--- src/design/tccs_pkg.sv ---
package tccs_pkg;

  localparam int TEXT_COLS   = 40;
  localparam int TEXT_ROWS   = 30;
  localparam int CHAR_W      = 8;
  localparam int CHAR_H      = 8;
  localparam int DISP_WIDTH  = 320;
  localparam int DISP_HEIGHT = 240;

  localparam int COORD_W    = 9;
  localparam int CELL_W     = 6;
  localparam int BAND_W     = 4;
  localparam int CODE_W     = 8;
  localparam int AREA_W     = 11;
  localparam int CFG_IDX_W  = 2;
  localparam int CFG_DATA_W = 9;

  localparam int QDEPTH = 2;
  localparam int QPTR_W = (QDEPTH > 1) ? $clog2(QDEPTH) : 1;

  typedef logic [COORD_W-1:0] coord_t;
  typedef logic [CELL_W-1:0]  cell_t;
  typedef logic [BAND_W-1:0]  band_t;
  typedef logic [AREA_W-1:0]  area_t;
  typedef logic [CODE_W-1:0]  code_t;

  localparam cell_t  COL_MAX = CELL_W'(TEXT_COLS - 1);
  localparam cell_t  ROW_MAX = CELL_W'(TEXT_ROWS - 1);
  localparam coord_t X_SPAN  = COORD_W'(DISP_WIDTH - 1);

  localparam code_t CH_BS    = 8'h08;
  localparam code_t CH_LF    = 8'h0a;
  localparam code_t CH_FF    = 8'h0c;
  localparam code_t CH_CR    = 8'h0d;
  localparam code_t CH_SPACE = 8'h20;

  localparam band_t  RST_HEADER   = 4'd1;
  localparam band_t  RST_FOOTER   = 4'd1;
  localparam coord_t RST_X_ORIGIN = '0;
  localparam coord_t RST_Y_ORIGIN = '0;
  localparam coord_t RST_SCROLL   =
    COORD_W'(int'(RST_Y_ORIGIN) + int'(RST_HEADER) * CHAR_H);

  typedef enum logic [CFG_IDX_W-1:0] {
    REG_HEADER_ROWS = 2'd0,
    REG_FOOTER_ROWS = 2'd1,
    REG_X_ORIGIN    = 2'd2,
    REG_Y_ORIGIN    = 2'd3
  } cfg_reg_t;

  typedef enum logic [1:0] {
    KIND_GLYPH  = 2'd0,
    KIND_SCROLL = 2'd1,
    KIND_CLEAR  = 2'd2
  } kind_t;

  typedef enum logic [2:0] {
    OP_PLACE,
    OP_PRINT,
    OP_BS,
    OP_LF,
    OP_FF,
    OP_CR
  } op_t;

  typedef struct packed {
    op_t   op;
    code_t glyph;
    cell_t col;
    cell_t row;
  } cmd_t;

  typedef struct packed {
    band_t  header;
    band_t  footer;
    coord_t x_origin;
    coord_t y_origin;
    area_t  area_top;
    area_t  area_size;
    area_t  area_end;
  } cfg_t;

endpackage

--- src/design/tccs_cfg.sv ---
module tccs_cfg (
  input  logic                             clk,
  input  logic                             rst_n,
  input  logic                             cfg_we,
  input  logic [tccs_pkg::CFG_IDX_W-1:0]   cfg_index,
  input  logic [tccs_pkg::CFG_DATA_W-1:0]  cfg_wdata,
  output tccs_pkg::cfg_t                   cfg
);
  import tccs_pkg::*;

  cfg_t   cfg_r, cfg_nxt;
  band_t  hdr, ftr;
  coord_t xo, yo;

  // scroll ring geometry follows the bands; small rings are held at one text line
  function automatic cfg_t derive(input band_t h, input band_t f,
                                  input coord_t x, input coord_t y);
    cfg_t  c;
    area_t band;
    c.header    = h;
    c.footer    = f;
    c.x_origin  = x;
    c.y_origin  = y;
    band        = (AREA_W'(h) + AREA_W'(f)) * AREA_W'(CHAR_H);
    c.area_top  = AREA_W'(y) + AREA_W'(h) * AREA_W'(CHAR_H);
    c.area_size = (band > AREA_W'(DISP_HEIGHT - CHAR_H)) ? AREA_W'(CHAR_H)
                                                         : AREA_W'(DISP_HEIGHT) - band;
    c.area_end  = c.area_top + c.area_size;
    return c;
  endfunction

  always_comb begin
    hdr = cfg_r.header;
    ftr = cfg_r.footer;
    xo  = cfg_r.x_origin;
    yo  = cfg_r.y_origin;
    if (cfg_we) begin
      unique case (cfg_index)
        REG_HEADER_ROWS: hdr = cfg_wdata[BAND_W-1:0];
        REG_FOOTER_ROWS: ftr = cfg_wdata[BAND_W-1:0];
        REG_X_ORIGIN:    xo  = cfg_wdata[COORD_W-1:0];
        REG_Y_ORIGIN:    yo  = cfg_wdata[COORD_W-1:0];
        default: begin
        end
      endcase
    end
    cfg_nxt = derive(hdr, ftr, xo, yo);
  end

  always_ff @(posedge clk) begin
    if (!rst_n) begin
      cfg_r <= derive(RST_HEADER, RST_FOOTER, RST_X_ORIGIN, RST_Y_ORIGIN);
    end else begin
      cfg_r <= cfg_nxt;
    end
  end

  assign cfg = cfg_r;

endmodule

--- src/design/tccs_front.sv ---
module tccs_front (
  input  logic                       in_valid,
  input  logic                       in_func,
  input  logic [tccs_pkg::CODE_W-1:0] in_char_code,
  input  logic [tccs_pkg::CELL_W-1:0] in_col,
  input  logic [tccs_pkg::CELL_W-1:0] in_row,
  output logic                       in_stall,
  input  logic                       q_full,
  output logic                       q_push,
  output tccs_pkg::cmd_t             q_cmd
);
  import tccs_pkg::*;

  logic keep;

  always_comb begin
    q_cmd.glyph = in_char_code;
    q_cmd.col   = (in_col > COL_MAX) ? COL_MAX : in_col;
    q_cmd.row   = (in_row > ROW_MAX) ? ROW_MAX : in_row;
    q_cmd.op    = OP_PRINT;
    keep        = 1'b1;
    if (in_func) begin
      q_cmd.op = OP_PLACE;
    end else if (in_char_code < CH_SPACE) begin
      unique case (in_char_code)
        CH_BS:   q_cmd.op = OP_BS;
        CH_LF:   q_cmd.op = OP_LF;
        CH_FF:   q_cmd.op = OP_FF;
        CH_CR:   q_cmd.op = OP_CR;
        default: keep = 1'b0;   // unsupported control, dropped here
      endcase
    end
  end

  assign in_stall = q_full;
  assign q_push   = in_valid && !q_full && keep;

endmodule

--- src/design/tccs_queue.sv ---
module tccs_queue (
  input  logic           clk,
  input  logic           rst_n,
  input  logic           push,
  input  tccs_pkg::cmd_t push_cmd,
  input  logic           pop,
  output logic           head_valid,
  output logic           full,
  output tccs_pkg::cmd_t head
);
  import tccs_pkg::*;

  cmd_t              slot_r [QDEPTH];
  logic [QPTR_W-1:0] wr_ptr_r, wr_ptr_nxt;
  logic [QPTR_W-1:0] rd_ptr_r, rd_ptr_nxt;
  logic [QPTR_W:0]   cnt_r, cnt_nxt;

  function automatic logic [QPTR_W-1:0] adv(input logic [QPTR_W-1:0] p);
    return (p == QPTR_W'(QDEPTH - 1)) ? '0 : p + 1'b1;
  endfunction

  always_comb begin
    wr_ptr_nxt = push ? adv(wr_ptr_r) : wr_ptr_r;
    rd_ptr_nxt = pop ? adv(rd_ptr_r) : rd_ptr_r;
    cnt_nxt    = cnt_r + (QPTR_W+1)'(push) - (QPTR_W+1)'(pop);
  end

  always_ff @(posedge clk) begin
    if (!rst_n) begin
      wr_ptr_r <= '0;
      rd_ptr_r <= '0;
      cnt_r    <= '0;
    end else begin
      wr_ptr_r <= wr_ptr_nxt;
      rd_ptr_r <= rd_ptr_nxt;
      cnt_r    <= cnt_nxt;
    end
    if (push) begin
      slot_r[wr_ptr_r] <= push_cmd;
    end
  end

  assign head_valid = (cnt_r != '0);
  assign full       = (cnt_r == (QPTR_W+1)'(QDEPTH));
  assign head       = slot_r[rd_ptr_r];

endmodule

--- src/design/tccs_back.sv ---
module tccs_back (
  input  logic                         clk,
  input  logic                         rst_n,
  input  tccs_pkg::cfg_t               cfg,
  input  logic                         q_valid,
  input  tccs_pkg::cmd_t               q_head,
  output logic                         q_pop,
  output logic                         out_valid,
  input  logic                         out_stall,
  output logic [1:0]                   out_kind,
  output logic [tccs_pkg::COORD_W-1:0] out_x_start,
  output logic [tccs_pkg::COORD_W-1:0] out_x_end,
  output logic [tccs_pkg::COORD_W-1:0] out_y_start,
  output logic [tccs_pkg::COORD_W-1:0] out_y_end,
  output logic [tccs_pkg::CODE_W-1:0]  out_glyph,
  output logic [tccs_pkg::COORD_W-1:0] out_scroll_line,
  output logic                         out_last
);
  import tccs_pkg::*;

  typedef enum logic [1:0] {
    PH_MAIN,
    PH_SCROLL,
    PH_CLEAR
  } phase_t;

  typedef struct packed {
    kind_t  kind;
    coord_t xs;
    coord_t xe;
    coord_t ys;
    coord_t ye;
    code_t  glyph;
    coord_t scroll_line;
    logic   last;
  } res_t;

  phase_t phase_r, phase_nxt;
  cell_t  col_r, col_nxt;
  cell_t  row_r, row_nxt;
  coord_t ss_r, ss_nxt;
  logic   out_valid_r;
  res_t   out_r;
  res_t   res;
  logic   emit;
  logic   out_free;

  cell_t         row_sel, col_sel, home_row;
  logic          in_band, lf_scroll;
  logic [CELL_W:0] row_inc;
  area_t         ys_scr, ys_wrap, ys_fix, ss_inc;
  coord_t        gx, gy, ss_adv, clr_y;

  function automatic res_t mk_win(input kind_t k, input coord_t x, input coord_t y,
                                  input coord_t w, input coord_t h, input code_t g,
                                  input logic lst);
    res_t r;
    r.kind        = k;
    r.xs          = x;
    r.xe          = x + w;
    r.ys          = y;
    r.ye          = y + h;
    r.glyph       = g;
    r.scroll_line = '0;
    r.last        = lst;
    return r;
  endfunction

  function automatic res_t mk_scroll(input coord_t sl);
    res_t r;
    r             = '0;
    r.kind        = KIND_SCROLL;
    r.scroll_line = sl;
    return r;
  endfunction

  always_comb begin
    out_free = !out_valid_r || !out_stall;

    // glyph cell position: fixed bands map straight, ring rows offset by scroll start
    row_sel = (q_head.op == OP_PLACE) ? q_head.row : row_r;
    col_sel = (q_head.op == OP_PLACE) ? q_head.col : col_r;
    in_band = (row_sel < CELL_W'(cfg.header)) ||
              ((CELL_W+1)'(row_sel) + (CELL_W+1)'(cfg.footer) > (CELL_W+1)'(TEXT_ROWS - 1));
    ys_scr  = AREA_W'(ss_r) + AREA_W'(row_sel - CELL_W'(cfg.header)) * AREA_W'(CHAR_H);
    ys_wrap = (ys_scr >= cfg.area_end) ? ys_scr - cfg.area_size : ys_scr;
    ys_fix  = AREA_W'(cfg.y_origin) + AREA_W'(row_sel) * AREA_W'(CHAR_H);
    gy      = in_band ? ys_fix[COORD_W-1:0] : ys_wrap[COORD_W-1:0];
    gx      = cfg.x_origin + COORD_W'(col_sel) * COORD_W'(CHAR_W);

    // one text line of scroll, then the line that became exposed
    ss_inc  = AREA_W'(ss_r) + AREA_W'(CHAR_H);
    ss_adv  = (ss_inc >= cfg.area_end) ? cfg.area_top[COORD_W-1:0] : ss_inc[COORD_W-1:0];
    clr_y   = (AREA_W'(ss_r) < cfg.area_top + AREA_W'(CHAR_H))
            ? COORD_W'(cfg.area_end - AREA_W'(CHAR_H))
            : ss_r - COORD_W'(CHAR_H);

    row_inc   = (CELL_W+1)'(row_r) + 1'b1;
    lf_scroll = (row_inc + (CELL_W+1)'(cfg.footer)) > (CELL_W+1)'(TEXT_ROWS - 1);
    home_row  = (CELL_W'(cfg.header) > ROW_MAX) ? ROW_MAX : CELL_W'(cfg.header);

    phase_nxt = phase_r;
    col_nxt   = col_r;
    row_nxt   = row_r;
    ss_nxt    = ss_r;
    q_pop     = 1'b0;
    emit      = 1'b0;
    res       = mk_win(KIND_GLYPH, gx, gy, COORD_W'(CHAR_W - 1), COORD_W'(CHAR_H - 1),
                       q_head.glyph, 1'b1);

    unique case (phase_r)
      PH_MAIN: begin
        if (q_valid && out_free) begin
          q_pop = 1'b1;
          unique case (q_head.op)
            OP_PLACE: begin
              emit    = 1'b1;
              col_nxt = q_head.col;
              row_nxt = q_head.row;
            end
            OP_PRINT: begin
              emit = 1'b1;
              if (col_r == COL_MAX) begin
                col_nxt = '0;
                if (lf_scroll) begin
                  res.last  = 1'b0;
                  phase_nxt = PH_SCROLL;
                end else begin
                  row_nxt = row_inc[CELL_W-1:0];
                end
              end else begin
                col_nxt = col_r + 1'b1;
              end
            end
            OP_LF: begin
              col_nxt = '0;
              if (lf_scroll) begin
                emit      = 1'b1;
                res       = mk_scroll(ss_adv);
                ss_nxt    = ss_adv;
                phase_nxt = PH_CLEAR;
              end else begin
                row_nxt = row_inc[CELL_W-1:0];
              end
            end
            OP_FF: begin
              emit    = 1'b1;
              res     = mk_win(KIND_CLEAR, cfg.x_origin, cfg.area_top[COORD_W-1:0], X_SPAN,
                               COORD_W'(cfg.area_size - 1'b1), '0, 1'b1);
              col_nxt = '0;
              row_nxt = home_row;
              ss_nxt  = cfg.area_top[COORD_W-1:0];
            end
            OP_BS: begin
              if (col_r != '0) begin
                col_nxt = col_r - 1'b1;
              end
            end
            OP_CR: begin
              col_nxt = '0;
            end
            default: begin
            end
          endcase
        end
      end
      PH_SCROLL: begin
        if (out_free) begin
          emit      = 1'b1;
          res       = mk_scroll(ss_adv);
          ss_nxt    = ss_adv;
          phase_nxt = PH_CLEAR;
        end
      end
      PH_CLEAR: begin
        if (out_free) begin
          emit      = 1'b1;
          res       = mk_win(KIND_CLEAR, cfg.x_origin, clr_y, X_SPAN,
                             COORD_W'(CHAR_H - 1), '0, 1'b1);
          phase_nxt = PH_MAIN;
        end
      end
      default: begin
        phase_nxt = PH_MAIN;
      end
    endcase
  end

  always_ff @(posedge clk) begin
    if (!rst_n) begin
      phase_r     <= PH_MAIN;
      col_r       <= '0;
      row_r       <= '0;
      ss_r        <= RST_SCROLL;
      out_valid_r <= 1'b0;
    end else begin
      phase_r <= phase_nxt;
      col_r   <= col_nxt;
      row_r   <= row_nxt;
      ss_r    <= ss_nxt;
      if (out_free) begin
        out_valid_r <= emit;
      end
    end
    if (emit) begin
      out_r <= res;
    end
  end

  assign out_valid       = out_valid_r;
  assign out_kind        = out_r.kind;
  assign out_x_start     = out_r.xs;
  assign out_x_end       = out_r.xe;
  assign out_y_start     = out_r.ys;
  assign out_y_end       = out_r.ye;
  assign out_glyph       = out_r.glyph;
  assign out_scroll_line = out_r.scroll_line;
  assign out_last        = out_r.last;

`ifndef ASSERT_OFF
  a_tail_behind_result: assert property (@(posedge clk) disable iff (!rst_n)
    (phase_r != PH_MAIN) |-> out_valid_r)
    else $error("scroll tail pending without a result in the output register");

  a_scroll_not_last: assert property (@(posedge clk) disable iff (!rst_n)
    (out_valid_r && out_r.kind == KIND_SCROLL) |-> !out_r.last)
    else $error("scroll command flagged as last");

  a_clear_closes: assert property (@(posedge clk) disable iff (!rst_n)
    (phase_r == PH_CLEAR && out_free) |=>
      (out_valid_r && out_r.last && out_r.kind == KIND_CLEAR))
    else $error("scroll sequence did not end with a final clear");

  a_cursor_in_grid: assert property (@(posedge clk) disable iff (!rst_n)
    (col_r <= COL_MAX) && (row_r <= ROW_MAX))
    else $error("cursor left the text grid");
`endif

endmodule

--- src/design/text_console_cursor_scroll_unit.sv ---
// Channel  Direction  Handshake            Payload
// in       input      in_valid / in_stall   func, char_code, col, row
// out      output     out_valid / out_stall kind, x/y window, glyph, scroll_line, last
// cfg      input      cfg_we               cfg_index, cfg_wdata
//
// One result per cycle from the result register while out_stall is low; cursor-only
// controls emit none. out_valid rises once an accepted request has left the queue and
// its result is registered; the sequencer pops no request while a scroll or clear is due.
// A two-entry command queue sits between front and back; in_stall is high while it is full.
// out_stall holds a valid result in the result register and halts the back end.
// rst_n is synchronous, active low: cursor, scroll start, registers and queue are reset.
module text_console_cursor_scroll_unit (
  input  logic                             clk,
  input  logic                             rst_n,
  input  logic                             in_valid,
  output logic                             in_stall,
  input  logic                             in_func,
  input  logic [tccs_pkg::CODE_W-1:0]      in_char_code,
  input  logic [tccs_pkg::CELL_W-1:0]      in_col,
  input  logic [tccs_pkg::CELL_W-1:0]      in_row,
  output logic                             out_valid,
  input  logic                             out_stall,
  output logic [1:0]                       out_kind,
  output logic [tccs_pkg::COORD_W-1:0]     out_x_start,
  output logic [tccs_pkg::COORD_W-1:0]     out_x_end,
  output logic [tccs_pkg::COORD_W-1:0]     out_y_start,
  output logic [tccs_pkg::COORD_W-1:0]     out_y_end,
  output logic [tccs_pkg::CODE_W-1:0]      out_glyph,
  output logic [tccs_pkg::COORD_W-1:0]     out_scroll_line,
  output logic                             out_last,
  input  logic                             cfg_we,
  input  logic [tccs_pkg::CFG_IDX_W-1:0]   cfg_index,
  input  logic [tccs_pkg::CFG_DATA_W-1:0]  cfg_wdata
);
  import tccs_pkg::*;

  cfg_t cfg;
  cmd_t push_cmd, head;
  logic push, pop, q_full, q_valid;

  tccs_cfg u_cfg (
    .clk       (clk),
    .rst_n     (rst_n),
    .cfg_we    (cfg_we),
    .cfg_index (cfg_index),
    .cfg_wdata (cfg_wdata),
    .cfg       (cfg)
  );

  tccs_front u_front (
    .in_valid     (in_valid),
    .in_func      (in_func),
    .in_char_code (in_char_code),
    .in_col       (in_col),
    .in_row       (in_row),
    .in_stall     (in_stall),
    .q_full       (q_full),
    .q_push       (push),
    .q_cmd        (push_cmd)
  );

  tccs_queue u_queue (
    .clk        (clk),
    .rst_n      (rst_n),
    .push       (push),
    .push_cmd   (push_cmd),
    .pop        (pop),
    .head_valid (q_valid),
    .full       (q_full),
    .head       (head)
  );

  tccs_back u_back (
    .clk             (clk),
    .rst_n           (rst_n),
    .cfg             (cfg),
    .q_valid         (q_valid),
    .q_head          (head),
    .q_pop           (pop),
    .out_valid       (out_valid),
    .out_stall       (out_stall),
    .out_kind        (out_kind),
    .out_x_start     (out_x_start),
    .out_x_end       (out_x_end),
    .out_y_start     (out_y_start),
    .out_y_end       (out_y_end),
    .out_glyph       (out_glyph),
    .out_scroll_line (out_scroll_line),
    .out_last        (out_last)
  );

endmodule
--- config.mk ---
export PLATFORM = sky130hd
export DESIGN_NAME = text_console_cursor_scroll_unit
export DESIGN_NICKNAME = d
export VERILOG_FILES = /design/src/design/tccs_pkg.sv /design/src/design/tccs_cfg.sv /design/src/design/tccs_front.sv /design/src/design/tccs_queue.sv /design/src/design/tccs_back.sv /design/src/design/text_console_cursor_scroll_unit.sv
export SDC_FILE = /design/constraint.sdc
export NUM_CORES = 1
export LEC_CHECK = 0
export BUFFER_PORTS_ARGS = -buffer_cell sky130_fd_sc_hd__buf_2
export CAP_MARGIN = 5
export CORE_MARGIN = 2
export CORE_UTILIZATION = 25
export CTS_CLUSTER_DIAMETER = 100
export DETAILED_ROUTE_END_ITERATION = 10
export HOLD_SLACK_MARGIN = 0.03
export PLACE_DENSITY = 0.38
export SETUP_SLACK_MARGIN = 0.2
export SLEW_MARGIN = 20
export SYNTH_ARGS = -nofsm -noshare
export SYNTH_HDL_FRONTEND = slang
export SYNTH_SLANG_ARGS = --single-unit
--- constraint.sdc ---
create_clock -name clk -period 7.27 [get_ports clk]
set_clock_uncertainty 0.15 [all_clocks]
set_input_delay 0.727 -clock clk [delete_from_list [all_inputs] [get_ports clk]]
set_output_delay 0.727 -clock clk [all_outputs]
set_load 0.01 [all_outputs]
# --- Word-level counts from Yosys, hierarchy flattened ---
# Memories as Yosys holds them, arrays and structs flattened. A register that Yosys moved wholly into a read port is not among the register bits.
# Cells that the tools add are included.
op_classes:
  addsub: 28
  order_cmp: 10
  n_eq_ne: 26
  mux: 62
  reduce_logical: 25
op_table:
  columns: ["op", "n"]
  rows:
  - ["$pmux W56 S3", 1]
  - ["$mux W56", 2]
  - ["$mux W55", 2]
  - ["$pmux W55 S2", 1]
  - ["$mux W9", 9]
  - ["$mux W6", 8]
  - ["$pmux W6 S4", 2]
  - ["$pmux W9 S2", 2]
  - ["$eq A8 B4 Y1 const B", 4]
  - ["$add A9 B3 Y9 const B", 3]
  - ["$add A9 B9 Y9", 3]
  - ["$sub A9 B4 Y9 const B", 2]
  - ["$mux W1", 16]
  - ["$mux W4", 4]
  - ["$gt A7 B5 Y1 const B", 2]
  - ["$mux W2", 6]
  - ["$pmux W3 S4", 1]
  - ["$add A10 B11 Y11", 1]
  - ["$add A11 B4 Y11 const B", 1]
  - ["$add A9 B11 Y11", 1]
  - ["$ge A10 B11 Y1", 1]
  - ["$ge A11 B11 Y1", 1]
  - ["$gt A11 B8 Y1 const B", 1]
  - ["$lt A9 B11 Y1", 1]
  - ["other kinds (49)", 76]
totals:
  register_bits: 141
  ram_bits: 46
  output_inout_bits: 58
  elab_cells: 175
  mem_count: 1
mem_list:
  columns: ["memory", "depth", "width", "read_ports", "rd_ports_with_merged_regs", "write_ports", "line", "source"]
  rows:
  - ["u_queue.slot_r", 2, 23, 1, 1, 1, "tccs_queue.sv:13", "cmd_t slot_r [QDEPTH];"]

# --- Longest topological paths before layout ---
depth:
  ltp_word: 12
  mapped_depth: 27
  ltp_nobuf: 25

# --- Modules after synthesis ---
# From an unflattened synthesis, not the netlist that was laid out.
unflattened:
  cells_unflattened: 1328
  hier_area_um2: 12721.0
modules_own_cells:
  columns: ["module", "n_inst", "cells_each", "area_per_inst_um2", "seq_area_each_um2"]
  rows:
  - ["tccs_back", 1, 952, 8157.8, 2162.1]
  - ["tccs_cfg", 1, 248, 2412.3, 940.9]
  - ["tccs_queue", 1, 92, 1890.6, 1481.4]
  - ["tccs_front", 1, 36, 260.2, 0.0]

# --- Worst setup path after synthesis ---
# OpenSTA, ideal clock, no wires.
synth_timing:
  path_type: "flip-flop to flip-flop"
  startpoint: "mem u_queue.slot_r[1][20] (netlist name)"
  endpoint: "reg u_back.out_r (netlist bit u_back.out_y_end[7]) (data pin)"
  arrival_time_ps: 5804
  setup_slack_ps: 1044
  path_stages_with_launch: 25
  n_path_buf: 2
  synth_period_minus_slack_ps: 6226
  path_cell_list: "edfxtp_1 > or4b_1 > nand2_1 > clkbuf_1 > clkbuf_1 > nor2_1 > a21oi_1 > ha_1 > a21o_1 > a21oi_1 > xnor2_1 > ha_1 > a21oi_1 > o21ai_0 > xor2_1 > ha_1 > nand4_1 > nor2_1 > nand2_1 > a31oi_1 > mux2i_1 > or4bb_1 > a22oi_1 > xor2_1 > o22ai_1"
synth_lines:
  columns: ["item", "line", "source"]
  rows:
  - ["start: declaration", "tccs_queue.sv:13", null]
  - ["end signal: assignment", "tccs_back.sv:206", "out_r <= res;"]
  - ["end: declaration", "tccs_back.sv:43", "res_t out_r;"]

==> results.md <==
* Crit path max fanout at 15
* Reg power frac at around 25%
* Synth Area per Inst at 9.35 sq um
* Drt pass-1 iters at 5
* CP Launch Point: u_queue.slot_r[1][22]
* Worst path cell trace: or4b_1 -> nand2_2 -> nor2_1 -> a21oi_1 -> inv_1 -> fa_1 -> inv_1 -> ha_1 -> a21o_1 -> a21oi_1 -> o21ai_0 -> xor2_1 -> ha_1 -> nand4_1 -> nor2_1 -> nand2_1 -> a31oi_1 -> buf_4 -> mux2i_1 -> or4bb_1 -> a22oi_1 -> xor2_1 -> o22ai_1
* Switching pwr at 3120 uW
* Slew headroom at between 20% and 30%
* WL/cell at 18.7 microns
* Worst hold stages at 1
* Largest area contributor in the netlist: edfxtp_1
* Clock buffer count from CTS at 17
* DIE HEIGHT at 224 microns
* Met3 Track Usage GR at 2.20%
* Synth top area cells: edfxtp_1 25%, dfxtp_1 13%, ha_1 11%
* Post-synthesis sequential area ratio at 38.0%
* Setup WS post-layout at 0.967 ns
* Max-cap viol count at 0
* Most used routing layer: met2
* LEAKAGE at 0.00576 uW
* Crit end category: flip-flop
* Fraction of layout cells with a size suffix above 1 at 13.0%
* Syn-to-layout area delta at 15.0%
* Gr ovfl total at 0
* Initial DRC Count at between 400 and 500
* Max Freq at 159 MHz
* Worst-Margin Slew at 1.10 ns
* Most frequent cells in the layout: 140 x nor2_1, 107 x ha_1, 102 x edfxtp_1
* Post-synthesis cell area at 12100 sq um
* Fin nets at 1531
* Pins over their slew limit at 0
* DRC Markers at 0
* Die Area at ~50000 sq um
* P_int at between 3000 and 4000 uW
* Yosys top cell area share at 25.4%
* Sw frac at 45.8%
* Cell count of the worst reg-to-reg path at 23
* CTS tree: yes
* Worst hold path class: input port to flip-flop
* Reg area at about 4600 sq um
* Largest net degree at the start of global routing at 54
* Setup violators final at 0
* Port Buffer Count at 94
* Post-synth EDFFs at 102
* Worst skew pair latency at 0.47 ns
* Post-synthesis cell type count at 73
* GRT met2 Usage at 23.2%
* First-pass GRT wire length at 57800 microns
* Main synth FF type: edfxtp_1
* Min-delay src: in_char_code[7]
* Hold_ws at 0.320 ns
* Most common cell after layout, fill and taps aside: nor2_1
* Vias in the first global route at around 9500
* Pre-CTS setup slack at 0.854 ns
* Initial Util at 25.3%
* Total track usage at 15.3%
* Yosys warns at 0
* Reg2Reg Launch Point: u_queue.slot_r[1][22]
* Placer Congestion at around 0.84
* Worst EP required at approximately 7.3 ns
* Post-DP HPWL at 29500 microns
* Total power at 6820 uW
* Critical path type: flip-flop to flip-flop
* Max stage delay on crit path at around 0.60 ns
* Routed WL at 37500 microns
* # rows at 80
* Initial antenna violation count at 2
* Final cycle utilization of the critical path at 86.7%
* Post-layout minimum cycle time at 6.30 ns
* Status: finished, final reports clean
* RSZ-0062 raised after global routing: no
* Core Region at 47700 sq um
* Ant. Diodes at 0
* Via-to-Cell Ratio at 4.80
* Ys async rst share at 0%
* Crit path launch type: flip-flop
* Vias at 9623
* Final-report hold violation count at 0
* # IOs at 95
* H-tree depth at 4
* Setup TNS at 0 ns
* Setup repair bufs after CTS at 0
* Met1 GRT Util at between 20% and 30%
* # fillers at 5052
* Clock Sinks at 178
* Clk slew on worst S/H paths at roughly 0.080 ns
* Peak VDD IR at about 300 uV
* Multi-input gate area at between 6000 and 7000 sq um
* Count of state elements after synthesis at 178
* Mapped Cells at 1291
* CTS root buf: clkbuf_16
* ANT nets after route at 0
* Power share of the combinational group at 61.2%
* CP arrival at 6.34 ns
* CTS max path bufs at 2
* Power per cell area at 491 nW/um^2
* Chip width at 224 microns
* Clk network pwr share at 14.2%
* Crit-path slowest cell: or4b_1
[final cells by class]
| cell class | instances | area share [%] |
|---|---|---|
| clock buffer | 19 | 3.12 |
| clock inverter | 13 | 1.26 |
| inverter | 97 | 2.62 |
| multi-input combinational | 974 | 50.3 |
| sequential | 178 | 33.0 |
| tap | 615 | 5.54 |
| timing repair buffer | 108 | 4.15 |
[state kept, by name (all words and copies together) (netlist names), 6 cells and up, named ones only]
name,cells
u_back.out_x_end,9
u_back.out_y_end,9
u_back.out_x_start,9
u_back.out_glyph,8
u_back.col_r,6
u_back.out_scroll_line,9
u_queue.slot_r,46
u_cfg.cfg,47
u_back.ss_r,9
u_back.out_y_start,9
u_back.row_r,6
[power groups by stage]
stage          logic, uW  registers, uW  clock network, uW
5_1_grt             4680           1710               1040
3_5_place_dp        4170           1700                  0
6_report            4180           1670                972
4_1_cts             4190           1680               1010
3_3_place_gp        4170           1700                  0
2_1_floorplan       2920           1740                  0
[metal layers]
layer	routed length (microns)	part of all wire, %
met5	0	0
met4	547	1.5
met3	1210	3.2
met2	16200	43
met1	19600	52
[worst max-delay path: cells and delay by family, from the launching register on]
kind | cells | cell delay, ns
compound gates | 7 | 1.41
xor+xnor | 2 | 0.36
fa+ha+maj | 3 | 1.19
buf+inv | 3 | 0.45
flops | 1 | 0.44
mux | 1 | 0.31
simple gates | 7 | 1.71
[Yosys cell counts (4+ instances only)]
library cell  number
fa_1              11
o211ai_1          10
a22o_1             6
o21a_1             5
ha_1             107
nand2_1           75
o21bai_1           6
and3_1            11
and2_1            19
nor2_1           141
a21o_1            21
a21boi_0           5
dfxtp_1           76
nor2b_1           14
mux2_2            17
nand3b_1           6
nand2b_1          16
a31oi_1            7
nor4_1            10
a21oi_1           83
or3_1              4
nand3_1           22
clkbuf_1          36
a22oi_1           18
inv_1             96
a221oi_1           6
or2_2             10
mux2i_1           57
nand4_1            8
o22ai_1           29
nor3b_1            5
nor3_1            29
xor2_1            29
o221ai_1           4
edfxtp_1         102
a211oi_1          17
o21ai_0           58
xnor2_1           63
[logic make-up after synthesis]
| group | synth area share (%) |
|---|---|
| compound gates | 16.0 |
| xor+xnor | 6.67 |
| fa+ha+maj | 12.9 |
| buf+inv | 4.47 |
| flops | 38.0 |
| mux | 6.43 |
| other cells | 0.0311 |
| simple gates | 15.5 |
[final timing paths]
| path | slack, ns | end |
|---|---|---|
| hold / removal | 0.32 | u_queue.slot_r[1][19] |
| setup / recovery | 0.97 | u_back.out_y_end[7] |
| hold reg to reg | 0.38 | u_queue.rd_ptr_r |
| setup reg to reg | 0.97 | u_back.out_y_end[7] |
[timing repair]
item                                    CTS  global route
hold buffers                              0             0
endpoints found under the setup margin    0             1
gates resized for setup                   0             1
[per-stage QoR]
stage	utilization, %	cell area (sq um)	cells
2_1_floorplan	-	12100	1292
3_3_place_gp	27.8	13300	1972
3_5_place_dp	27.8	13300	1972
4_1_cts	29.1	13900	2004
5_1_grt	29.1	13900	2004
6_report	29.1	13900	2004
Power figures use the tool's default switching activity.
